File: src/rtl/kde_pkg.sv
// kde_pkg: shared types and constants for the keypad debounce and event latch
// used by kde_core and keypad_debounce_event_latch; no dependencies
`timescale 1ns / 1ps

package kde_pkg;

   localparam int KEY_IDX_W  = 2;
   localparam int TIME_W     = 32;
   localparam int LEVELS_W   = 4;
   localparam int DEBOUNCE_W = 16;

   localparam logic FUNC_EDGE = 1'b0;
   localparam logic FUNC_POLL = 1'b1;

   localparam logic [DEBOUNCE_W-1:0] DEBOUNCE_RESET = 16'd30;
   // enter key
   localparam logic [KEY_IDX_W-1:0]  LAST_KEY_RESET = 2'd2;

   typedef struct packed {
      logic [LEVELS_W-1:0]  key_levels;
      logic [TIME_W-1:0]    now_ms;
      logic [KEY_IDX_W-1:0] key_index;
      logic                 func;
   } item_type;

   typedef struct packed {
      logic                 pressed;
      logic [KEY_IDX_W-1:0] key_code;
   } result_type;

   // one item handed from the input register to the core
   typedef struct packed {
      logic     fire;
      item_type item;
   } step_type;

endpackage

File: src/rtl/kde_core.sv
// kde_core: key state (pending, latched, press times, owed release) and the
// combinational edge/poll decision; depends on kde_pkg
`timescale 1ns / 1ps

module kde_core #(
   parameter int NUM_KEYS = 4
) (
   input  logic                               clock,
   input  logic                               reset,
   input  logic                               csr_wr_en,
   input  logic [kde_pkg::DEBOUNCE_W-1:0]     csr_wr_data,
   input  kde_pkg::step_type                  step,
   output kde_pkg::result_type                result
);

   localparam int IDX_W = (NUM_KEYS > 1) ? $clog2(NUM_KEYS) : 1;

   logic [kde_pkg::DEBOUNCE_W-1:0] debounce_ff;
   logic [NUM_KEYS-1:0]            pending_ff, pending_in;
   logic [NUM_KEYS-1:0]            latched_ff, latched_in;
   logic [kde_pkg::TIME_W-1:0]     last_time_ff [NUM_KEYS];
   logic [kde_pkg::KEY_IDX_W-1:0]  last_key_ff, last_key_in;
   logic                           owed_ff, owed_in;

   logic [NUM_KEYS-1:0]            pins;
   logic [NUM_KEYS-1:0]            key_bit;
   logic                           key_ok;
   logic [IDX_W-1:0]               key_addr;
   logic [kde_pkg::TIME_W-1:0]     elapsed;
   logic                           edge_take;
   logic                           any_pending;
   logic [kde_pkg::KEY_IDX_W-1:0]  pick;
   logic [NUM_KEYS-1:0]            pick_bit;

   // keys without a level bit read low
   assign pins     = NUM_KEYS'(step.item.key_levels);
   assign key_ok   = (32'(step.item.key_index) < NUM_KEYS);
   assign key_addr = IDX_W'(step.item.key_index);
   assign key_bit  = NUM_KEYS'(1) << step.item.key_index;
   assign elapsed  = step.item.now_ms - last_time_ff[key_addr];
   assign edge_take = key_ok && ((latched_ff & key_bit) == '0)
                      && (elapsed >= kde_pkg::TIME_W'(debounce_ff))
                      && ((pins & key_bit) == '0);

   // lowest pending key
   always_comb begin
      pick     = '0;
      pick_bit = '0;
      for (int i = NUM_KEYS - 1; i >= 0; i--) begin
         if (pending_ff[i]) begin
            pick     = kde_pkg::KEY_IDX_W'(i);
            pick_bit = NUM_KEYS'(1) << i;
         end
      end
   end
   assign any_pending = |pending_ff;

   always_comb begin
      pending_in  = pending_ff;
      latched_in  = latched_ff;
      last_key_in = last_key_ff;
      owed_in     = owed_ff;
      result.key_code = last_key_ff;
      result.pressed  = 1'b0;
      if (step.item.func == kde_pkg::FUNC_EDGE) begin
         if (edge_take) begin
            pending_in = pending_ff | key_bit;
            latched_in = latched_ff | key_bit;
         end
      end else begin
         latched_in = latched_ff & ~pins;
         priority if (owed_ff) begin
            owed_in = 1'b0;
         end else if (any_pending) begin
            pending_in      = pending_ff & ~pick_bit;
            last_key_in     = pick;
            owed_in         = 1'b1;
            result.key_code = pick;
            result.pressed  = 1'b1;
         end else begin
            owed_in = owed_ff;
         end
      end
   end

   always_ff @(posedge clock) begin
      if (reset) begin
         debounce_ff <= kde_pkg::DEBOUNCE_RESET;
         pending_ff  <= '0;
         latched_ff  <= '0;
         last_key_ff <= kde_pkg::LAST_KEY_RESET;
         owed_ff     <= 1'b0;
         for (int i = 0; i < NUM_KEYS; i++) begin
            last_time_ff[i] <= '0;
         end
      end else begin
         if (csr_wr_en) begin
            debounce_ff <= csr_wr_data;
         end
         if (step.fire) begin
            pending_ff  <= pending_in;
            latched_ff  <= latched_in;
            last_key_ff <= last_key_in;
            owed_ff     <= owed_in;
            if ((step.item.func == kde_pkg::FUNC_EDGE) && edge_take) begin
               last_time_ff[key_addr] <= step.item.now_ms;
            end
         end
      end
   end

endmodule

File: src/rtl/keypad_debounce_event_latch.sv
// a poll transfer gives its result on rsp through the input register and then the result register;
// an edge transfer gives no result and updates the key state as it leaves the input register
// throughput: one item per cycle, set by the single input register and result register;
// a poll stalls only while a result waits on rsp_tready
// reset: synchronous, active high; clears all key state, debounce_ms back to 30
// top level: input register, kde_core and result register; depends on kde_pkg, kde_core
`timescale 1ns / 1ps

module keypad_debounce_event_latch #(
   parameter int NUM_KEYS = 4
) (
   input  logic        clock,
   input  logic        reset,
   // configuration: debounce_ms
   input  logic        csr_wr_en,
   input  logic [15:0] csr_wr_data,
   // request stream
   input  logic        req_tvalid,
   output logic        req_tready,
   input  logic [39:0] req_tdata,  // key_index[1:0], now_ms[33:2], key_levels[37:34], zero
   input  logic        req_tuser,  // func
   // response stream
   output logic        rsp_tvalid,
   input  logic        rsp_tready,
   output logic [7:0]  rsp_tdata,  // key_code[1:0], zero
   output logic        rsp_tuser   // pressed
);

   logic                in_valid_ff, in_valid_in;
   kde_pkg::item_type   in_item_ff;
   logic                rsp_valid_ff, rsp_valid_in;
   kde_pkg::result_type rsp_ff;
   kde_pkg::result_type core_result;
   kde_pkg::step_type   step;
   logic                stall;
   logic                req_fire;
   logic                is_poll;

   assign is_poll   = (in_item_ff.func == kde_pkg::FUNC_POLL);
   // a poll cannot move on while the previous result is still held
   assign stall     = in_valid_ff && is_poll && rsp_valid_ff && !rsp_tready;
   assign req_tready = !in_valid_ff || !stall;
   assign req_fire  = req_tvalid && req_tready;

   assign step.fire = in_valid_ff && !stall;
   assign step.item = in_item_ff;

   always_comb begin
      in_valid_in = in_valid_ff;
      if (req_fire) begin
         in_valid_in = 1'b1;
      end else if (step.fire) begin
         in_valid_in = 1'b0;
      end
      rsp_valid_in = rsp_valid_ff;
      if (step.fire && is_poll) begin
         rsp_valid_in = 1'b1;
      end else if (rsp_tready) begin
         rsp_valid_in = 1'b0;
      end
   end

   kde_core #(
      .NUM_KEYS (NUM_KEYS)
   ) u_core (
      .clock       (clock),
      .reset       (reset),
      .csr_wr_en   (csr_wr_en),
      .csr_wr_data (csr_wr_data),
      .step        (step),
      .result      (core_result)
   );

   always_ff @(posedge clock) begin
      if (reset) begin
         in_valid_ff  <= 1'b0;
         rsp_valid_ff <= 1'b0;
      end else begin
         in_valid_ff  <= in_valid_in;
         rsp_valid_ff <= rsp_valid_in;
      end
   end

   always_ff @(posedge clock) begin
      if (req_fire) begin
         in_item_ff.func       <= req_tuser;
         in_item_ff.key_index  <= req_tdata[1:0];
         in_item_ff.now_ms     <= req_tdata[33:2];
         in_item_ff.key_levels <= req_tdata[37:34];
      end
      if (step.fire && is_poll) begin
         rsp_ff <= core_result;
      end
   end

   assign rsp_tvalid = rsp_valid_ff;
   assign rsp_tdata  = {6'b0, rsp_ff.key_code};
   assign rsp_tuser  = rsp_ff.pressed;

endmodule
File: config.mk
export PLATFORM = sky130hd
export DESIGN_NAME = keypad_debounce_event_latch
export DESIGN_NICKNAME = d
export VERILOG_FILES = /design/src/rtl/kde_pkg.sv /design/src/rtl/kde_core.sv /design/src/rtl/keypad_debounce_event_latch.sv
export SDC_FILE = /design/constraint.sdc
export NUM_CORES = 1
export LEC_CHECK = 0
export BUFFER_PORTS_ARGS = -buffer_cell sky130_fd_sc_hd__buf_2
export CAP_MARGIN = 40
export CORE_MARGIN = 4
export CORE_UTILIZATION = 40
export CTS_CLUSTER_SIZE = 8
export DETAILED_ROUTE_END_ITERATION = 7
export PLACE_DENSITY_LB_ADDON = 0.12
export SLEW_MARGIN = 20
export SYNTH_ARGS = -nofsm -noshare
export SYNTH_HDL_FRONTEND = slang
export SYNTH_SLANG_ARGS = --single-unit
File: constraint.sdc
create_clock -name clock -period 18 [get_ports clock]
set_clock_uncertainty 0.15 [all_clocks]
set_input_delay 3.6 -clock clock [delete_from_list [all_inputs] [get_ports clock]]
set_output_delay 3.6 -clock clock [all_outputs]
set_load 0.05 [all_outputs]
**Word-level counts from Yosys, hierarchy flattened**

Memory sizes are Yosys's and may differ from the RTL's. A register that Yosys moved wholly into a read port is not among the register bits.
Index checks and enable logic that the tools add are counted.

- Flip-flop bits (word level): 71
- Latch bits: 0
- Memory bits (writable): 128
- Memory bits (read-only): 0
- Bits of input ports: 62
- Output and inout port bits: 11
- Word-level logic and storage cells: 87
- Memories: 1

Memory list:

| name | words | width | read ports | clocked after memory_dff | wr ports | line | text |
|---|---|---|---|---|---|---|---|
| u_core.last_time_ff | 4 | 32 | 1 | 1 | 4 | kde_core.sv:21 | `logic [kde_pkg::TIME_W-1:0] last_time_ff [NUM_KEYS];` |

- Add/sub/neg operators: 1
- Multipliers: 0
- Div/mod/pow operators: 0
- Order comparisons: 1
- Equality and inequality tests: 2
- Shifts and indexed selects: 1
- Muxes and demuxes: 33
- Bitwise gates (word level): 10
- Reductions and logical operators: 25

Operators by type and width:

| cell | number |
|---|---|
| $mux W4 | 10 |
| $ge A32 B16 Y1 | 1 |
| $mux W32 | 1 |
| $reduce_or A32 Y1 | 1 |
| $sub A32 B32 Y32 | 1 |
| $and A4 B4 Y4 | 4 |
| $mux W2 | 8 |
| $mux W1 | 13 |
| $logic_and A1 B1 Y1 | 9 |
| $logic_not A4 Y1 | 2 |
| $not A4 Y4 | 2 |
| $or A4 B4 Y4 | 2 |
| $reduce_and A4 Y1 | 2 |
| $reduce_bool A2 Y1 | 3 |
| $reduce_and A2 Y1 | 2 |
| $reduce_or A4 Y1 | 1 |
| $shl A1 B2 Y4 const A | 1 |
| $logic_not A1 Y1 | 3 |
| $mux W3 | 1 |
| $ne A2 B1 Y1 const B | 1 |
| $ne A2 B2 Y1 const B | 1 |
| $not A1 Y1 | 2 |
| $reduce_or A2 Y1 | 1 |
| $logic_or A1 B1 Y1 | 1 |

**Logic depth before layout (Yosys ltp)**

Gate-level depths: netlist of the first run.

- Depth in word-level cells: 12
- Gate-level depth with buffers: 25
- Gate-level depth less buffers: 21

**Modules after synthesis**

A second synthesis of the first run with hierarchy kept.

- Cells, all modules: 929
- Area total of the unflattened synthesis: 10,887.9 um2

By module, submodules not included:

| module | times used | cells each | area an instance (um2) | sequential area each (um2) |
|---|---|---|---|---|
| kde_core | 1 | 868 | 9,474.1 | 4,384.2 |
| keypad_debounce_event_latch | 1 | 61 | 1,413.9 | 1,301.2 |

**Worst setup path after synthesis of the first run**

No wires, ideal clock.

- Kind: input -> output
- Start: input port rsp_tready
- End: output port req_tready
- Data arrival time: 4.121 ns
- Data required time: 14.250 ns
- Path slack: 10.129 ns
- Stages on the path: 2
- Buffers on the path: 0
- Path through: nor2b_1 > nand3_1

- Word-level cells in the longest chain between the ends: 4

Ends and longest elaborated chain:

| what | line | text |
|---|---|---|
| from (decl) | keypad_debounce_event_latch.sv:24 | `input logic rsp_tready,` |
| $logic_not A1 Y1 | keypad_debounce_event_latch.sv:41 | `assign stall = in_valid_ff && is_poll && rsp_valid_ff && !rsp_tready;` |
| $logic_and A1 B1 Y1 | keypad_debounce_event_latch.sv:41 |  |
| $logic_not A1 Y1 | keypad_debounce_event_latch.sv:42 | `assign req_tready = !in_valid_ff \|\| !stall;` |
| $logic_or A1 B1 Y1 | keypad_debounce_event_latch.sv:42 |  |
| to (decl) | keypad_debounce_event_latch.sv:19 | `output logic req_tready,` |

No other way between the ends.

**Final worst setup path of the first run**

Ends and elaborated chain as after synthesis.

==> impl_metrics.ini, run 1 <==
[cells_and_area]
regArea_um2 = 5730
multi_input_area_um2 = 4410
final_cells = 1309
nNetsFinal = 1063
fill_cells = 2420
areaGrowthSynthToFinish_pct = 14.0
diodes = 0
drive_gt1_frac = 0.167
fin_area_um2 = 12100

[power]
combPwrFrac = 0.173
max-vdd-ir-drop_mv = 0.0680
switching_power_uw = 337
power_uw = 1250
power.internal_uw = 915
p_leak_uw = 0.00485
p_seq_frac = 0.430
p_per_area_nw_per_um2 = 104
swShare = 0.269
pwr-share-clk = 0.397

[timing]
final-max-slew-violation-count = 0
timing.fmax_ghz = 0.127
min_period_over_period = 0.439
setup_viol = 0
hold_viol = 0
slew_headroom = 0.506
min_period_ns = 7.90
worst_slew_pin_slew_ns = 0.742
finalSetupTns_ns = 0
rsz0062_at_grt = no
layout_setup_ws_ns = 10.10

[routing]
wl_um = 24200
wl_per_cell_um = 18.5
drt-initial-drc-count = 454
vias_per_cell = 5.29
drtAntennaViolNets = 0
drc = 0
firstDrtPassIters = 5
vias = 6924

[clocking]
cts_resized = 0
cts-buffers-inserted = 29
clk_latency_ns = 0.55
cts_setup_buffers = 0
cts.htree.levels = 1
root_buffer = clkbuf_16
clock-sinks = 201
postCtsHoldBufs = 0
cts_tree = done
clk_pin_slew_worst_paths_ns = 0.05
clockBufferDepth = 3

[floorplanning]
dieArea_um2 = 29200
die_y_um = 171
core_area_um2 = 26100
ios = 73
initial_core_util = 0.407
die_w_um = 171
rows = 59

[min_path]
hold_depth = 2
hold_class = reg -> reg

[yosys]
avgSynthCellArea_um2 = 11.9
synthArstFlopShare = 0
synth-edff-count = 170
syn_area_um2 = 10600
yosysWarnings = 0
ys_types = 73
synth_seq_cells = 201
synth_flop_cell = edfxtp_1
syn_inst = 892
ys_seq_area_frac = 0.540

[global_routing]
grt_antenna_before_repair = 0
grt_pass1_vias = 7196
grt_use_total = 0.167
gr-total-overflow = 0
grt_max_degree = 96
grt_pass1_wl_um = 38900

[placed_design]
pre_cts_ws_ns = 10.09
place_congestion = 0.890
place_area_um2 = 11200
place_hpwl_um = 16200
place_inst = 1254
port_buffers = 64

[worst_setup_path]
crit_type = in -> out
required_ns = 14.25
crit_fanout = 3
start_kind = primary input
r2r_cells = 19
arrival_ns = 4.15
endpoint_kind = output port

[job]
maxCapViolCount = 0

[run_status]
status = finished clean
## metal layers
metal  routed length (um)  GRT usage
met4                  559     0.0413
met5                    0          0
met1                11300      0.235
met2                11400      0.276
met3                  867     0.0252
## registers in the layout, indices dropped and copies added (netlist names), named ones only
signal and flops:
u_core.latched_ff 4, in_item_ff 38, in_valid_ff 1, u_core.debounce_ff 16, is_poll 1, u_core.pending_ff 4
u_core.last_key_ff 2, u_core.last_time_ff 128, u_core.owed_ff 1, rsp_tuser 1, rsp_tvalid 1, rsp_tdata 2
## critical path, cell delays in order
cell and delay, ns:
buf_2 0.10, nor2b_1 0.09, nand3_1 0.12, buf_2 0.24
## synthesized netlist by cell type (all sizes together) (2+ instances only)
master     n  area, um^2
edfxtp   170        5100
and3      64         400
and2      63         394
inv       59         221
a21oi     56         284
nand2     53         199
nor2      50         188
ha        49         613
o21ai     43         223
mux4      32         721
dfxtp     31         621
buf       30         203
clkbuf    23        88.8
mux2i     13         130
o211ai    13        97.6
nand3     12        60.1
xnor2     11         104
nand2b    10        62.6
nor3      10        50.1
xor2      10        87.6
nand4      8        50.1
o21a       8        61.3
nor2b      7        43.8
a21o       6        45.0
a31o       6        52.6
or3        6        37.5
nor4       4        31.3
a211oi     3        22.5
a311oi     3        43.8
o31ai      3        22.5
a2111oi    2        42.5
a31oi      2        12.5
and4       2        20.0
nor4b      2        17.5
o22ai      2        12.5
o41ai      2        17.5
or4        2        15.0
## logic make-up (layout without fill, tap and decap cells)
family | after synthesis | in the layout | synth area share
DFF | 201 | 201 | 0.540
buffers and inverters | 112 | 189 | 0.0484
AOI/OAI and AO/OA | 166 | 166 | 0.103
adders and majority gates | 50 | 50 | 0.0597
and+or+nand+nor | 295 | 295 | 0.149
other | 1 | 6 | 0.000354
xor gates and xnor gates | 21 | 21 | 0.0180
muxes | 46 | 46 | 0.0813
## worst paths after layout
path                                                         start                                  endpoint  slack (ns)
worst max-delay path                                    rsp_tready                                req_tready       10.10
worst max register to register                           flip-flop  u_core.last_time_ff[1][16]$_SDFFCE_PN0P_       11.63
worst min register to register  u_core.last_key_ff[1]$_SDFFE_PP1P_        u_core.last_key_ff[1]$_SDFFE_PP1P_        0.29
worst min-delay path            u_core.last_key_ff[1]$_SDFFE_PP1P_        u_core.last_key_ff[1]$_SDFFE_PP1P_        0.29
## power by group through the flow
stage	Combinational [uW]	Clock [uW]	Sequential, uW
6_report	217	497	538
5_1_grt	245	529	540
4_1_cts	219	511	538
3_5_place_dp	218	0	547
3_3_place_gp	215	0	547
2_1_floorplan	163	0	543
## per-stage QoR
step           hold slack [ns]   util
3_3_place_gp             0.284  0.428
4_1_cts                  0.291  0.463
5_1_grt                  0.328  0.464
6_report                 0.288  0.464
2_1_floorplan            0.267      -
3_5_place_dp             0.283  0.431
## cell type report
class / count / area share
clock buffers: 52 / 0.0672
clock inverters: 2 / 0.00228
repair buffers: 76 / 0.0393
multi-input cells: 584 / 0.365
inverters: 59 / 0.0183
well taps: 335 / 0.0347
flip-flops and latches: 201 / 0.474
## layout by cell type, fill, tap and decap left out, types with 3 or more instances in the layout
master,Yosys,routed
edfxtp_1,170,170
buf_2,9,64
and3_1,64,63
and2_1,63,63
inv_1,59,58
a21oi_1,55,55
nand2_1,53,53
ha_1,49,49
nor2_1,50,48
o21ai_0,35,34
mux4_2,32,32
dfxtp_1,31,30
clkbuf_16,0,29
clkbuf_1,21,23
o211ai_1,13,13
mux2i_1,13,13
nand3_1,12,12
nand2b_1,10,10
xor2_1,10,10
xnor2_1,10,10
nor3_1,10,10
nand4_1,8,8
nor2b_1,7,7
o21a_1,7,7
buf_4,7,7
a21o_1,6,6
o21ai_1,6,6
or3_1,6,6
conb_1,1,6
a31o_2,5,5
nor4_1,3,3
o31ai_1,3,3
a211oi_1,3,3
buf_12,0,3
Note: power is estimated with default switching activity, not from simulation.
==> run 2: changes to the inputs <==
==> constraint.sdc (replaced) <==
create_clock -name clock -period 7.7 [get_ports clock]
set_clock_uncertainty 0.15 [all_clocks]
set_input_delay 1.54 -clock clock [delete_from_list [all_inputs] [get_ports clock]]
set_output_delay 1.54 -clock clock [all_outputs]
set_load 0.05 [all_outputs]
==> impl_metrics.ini, run 2 (synthesized netlist as in run 1, its figures left out) <==
[global_routing]
grt_pass1_wl_um = 38800
grt_use_total = 0.167
grt_max_degree = 96
gr-total-overflow = 0
grt_pass1_vias = 7132
grt_antenna_before_repair = 0

[job]
maxCapViolCount = 0

[min_path]
min_to = u_core.owed_ff$_SDFFE_PP0P_
hold_depth = 2
hold_class = reg -> reg
hold_start = u_core.owed_ff$_SDFFE_PP0P_

[worst_setup_path]
crit_type = reg -> reg
critPathMaxStageDelay_ns = 0.71
worst_path_most_repeated_cell = buf_4
crit_fanout = 17
crit_chain = buf_4 > mux4_2 > fa_1 > nand2b_1 > a21oi_1 > o21ai_1 > o21ai_0 > xor2_1 > ha_1 > and4_1 > o211ai_1 > nor4b_1 > o21a_1 > and4_4 > a31oi_1 > a21o_1 > buf_4
r2r_slack_ns = 1.54
r2r-end = u_core.last_time_ff[0][14]$_SDFFCE_PN0P_
endpoint_kind = flip-flop
r2r_cells = 17
required_ns = 7.75
start_kind = flip-flop
arrival_ns = 6.21
path_buf_inv = 2
cpMaxStageDelayCell = a21o_1
crit_family = compound AO/OA/AOI/OAI gates

[clocking]
root_buffer = clkbuf_16
clock-sinks = 201
clk_latency_ns = 0.54
cts-buffers-inserted = 29
cts.htree.levels = 1
clockBufferDepth = 3
cts_tree = done
cts_resized = 0
clk_pin_slew_worst_paths_ns = 0.05
cts_setup_buffers = 0
postCtsHoldBufs = 0

[power]
combPwrFrac = 0.174
p_leak_uw = 0.00487
pwr-share-clk = 0.397
switching_power_uw = 785
swShare = 0.267
max-vdd-ir-drop_mv = 0.151
p_seq_frac = 0.428
power.internal_uw = 2150
power_uw = 2940
p_per_area_nw_per_um2 = 243

[timing]
min_period_ns = 6.16
finalSetupTns_ns = 0
setup_viol = 0
layout_setup_ws_ns = 1.54
rsz0062_at_grt = no
final-max-slew-violation-count = 0
worst_slew_pin_slew_ns = 0.872
min_period_over_period = 0.800
timing.fmax_ghz = 0.162
hold_viol = 0
slew_headroom = 0.419

[routing]
drtAntennaViolNets = 0
vias_per_cell = 5.33
drc = 0
firstDrtPassIters = 5
drt-initial-drc-count = 375
wl_per_cell_um = 18.4
vias = 6993
wl_um = 24100

[cells_and_area]
post-route-util = 0.464
nNetsFinal = 1064
drive_gt1_frac = 0.169
mostFrequentLayoutCell = edfxtp_1
regMostFlops = u_core.last_time_ff
areaGrowthSynthToFinish_pct = 14.1
final_cell_mix = edfxtp_1, and3_1, buf_2
final_cells = 1311
largestRegisters = u_core.last_time_ff (128), in_item_ff (38), u_core.debounce_ff (16)
fill_cells = 2436
largest_reg_flops = 128

[floorplanning]
initial_core_util = 0.407
ios = 73
dieArea_um2 = 29200
die_y_um = 171
die_w_um = 171
rows = 59
core_area_um2 = 26100

[placed_design]
place_inst = 1256
port_buffers = 64
place_hpwl_um = 16300
place_congestion = 0.879
pre_cts_ws_ns = 1.52

[run_status]
status = finished clean
-- run 2: changes by cell type in the layout (fill, tap and decap cells not counted), moves of 2 or more --
cell	before	now
clkbuf_1	23	21
buf_4	7	10
clkbuf_8	0	2
buf_12	3	1
-- run 2: worst max path at each step --
stage	from	end	slack [ns]	cells past startpoint
2_1_floorplan	flip-flop	u_core.last_time_ff[3][0]$_DFFE_PP_	0.58	18
3_3_place_gp	flip-flop	u_core.last_time_ff[0][16]$_SDFFCE_PN0P_	1.55	17
3_5_place_dp	flip-flop	u_core.last_time_ff[0][16]$_SDFFCE_PN0P_	1.52	17
4_1_cts	flip-flop	u_core.last_time_ff[0][15]$_SDFFCE_PN0P_	1.45	17
5_1_grt	flip-flop	u_core.last_time_ff[0][15]$_SDFFCE_PN0P_	1.22	21
6_report	flip-flop	u_core.last_time_ff[0][14]$_SDFFCE_PN0P_	1.54	17
-- run 2: tightest hold or removal path, stage by stage (launching register included) --
cell     delay, ns
dfxtp_1       0.31
nand2_1       0.05
a21oi_1       0.06
-- run 2: metal layers --
layer  track usage  share of wire  routed length [um]
met1         0.236           0.48               11500
met2         0.276           0.47               11400
met3        0.0252          0.032                 781
met4        0.0362          0.020                 480
met5             0              0                   0
-- run 2: cell type report --
class                           instances  area [um^2]  share of cell area
Antenna cell                            1         2.50            0.000207
Sequential cell                       201         5730               0.473
Inverter                               59          221              0.0183
Timing Repair Buffer                   77          470              0.0389
Tap cell                              335          419              0.0346
Clock inverter                          2         13.8             0.00114
Multi-Input combinational cell        584         4410               0.365
Clock buffer                           52          832              0.0688
-- run 2: stage by stage --
| step | hold WS, ns | cell area, um^2 |
|---|---|---|
| finish | 0.311 | 12100 |
| global route | 0.335 | 12100 |
| CTS | 0.310 | 12100 |
| detailed placement | 0.285 | 11300 |
| global placement | 0.285 | 11200 |
| floorplan | 0.267 | 10600 |
-- run 2: power by group through the flow --
stage	registers, uW	clock network [uW]	logic (uW)
floorplan	1270	0	382
detailed placement	1280	0	510
global placement	1280	0	503
global route	1260	1250	572
CTS	1260	1200	514
finish	1260	1170	512
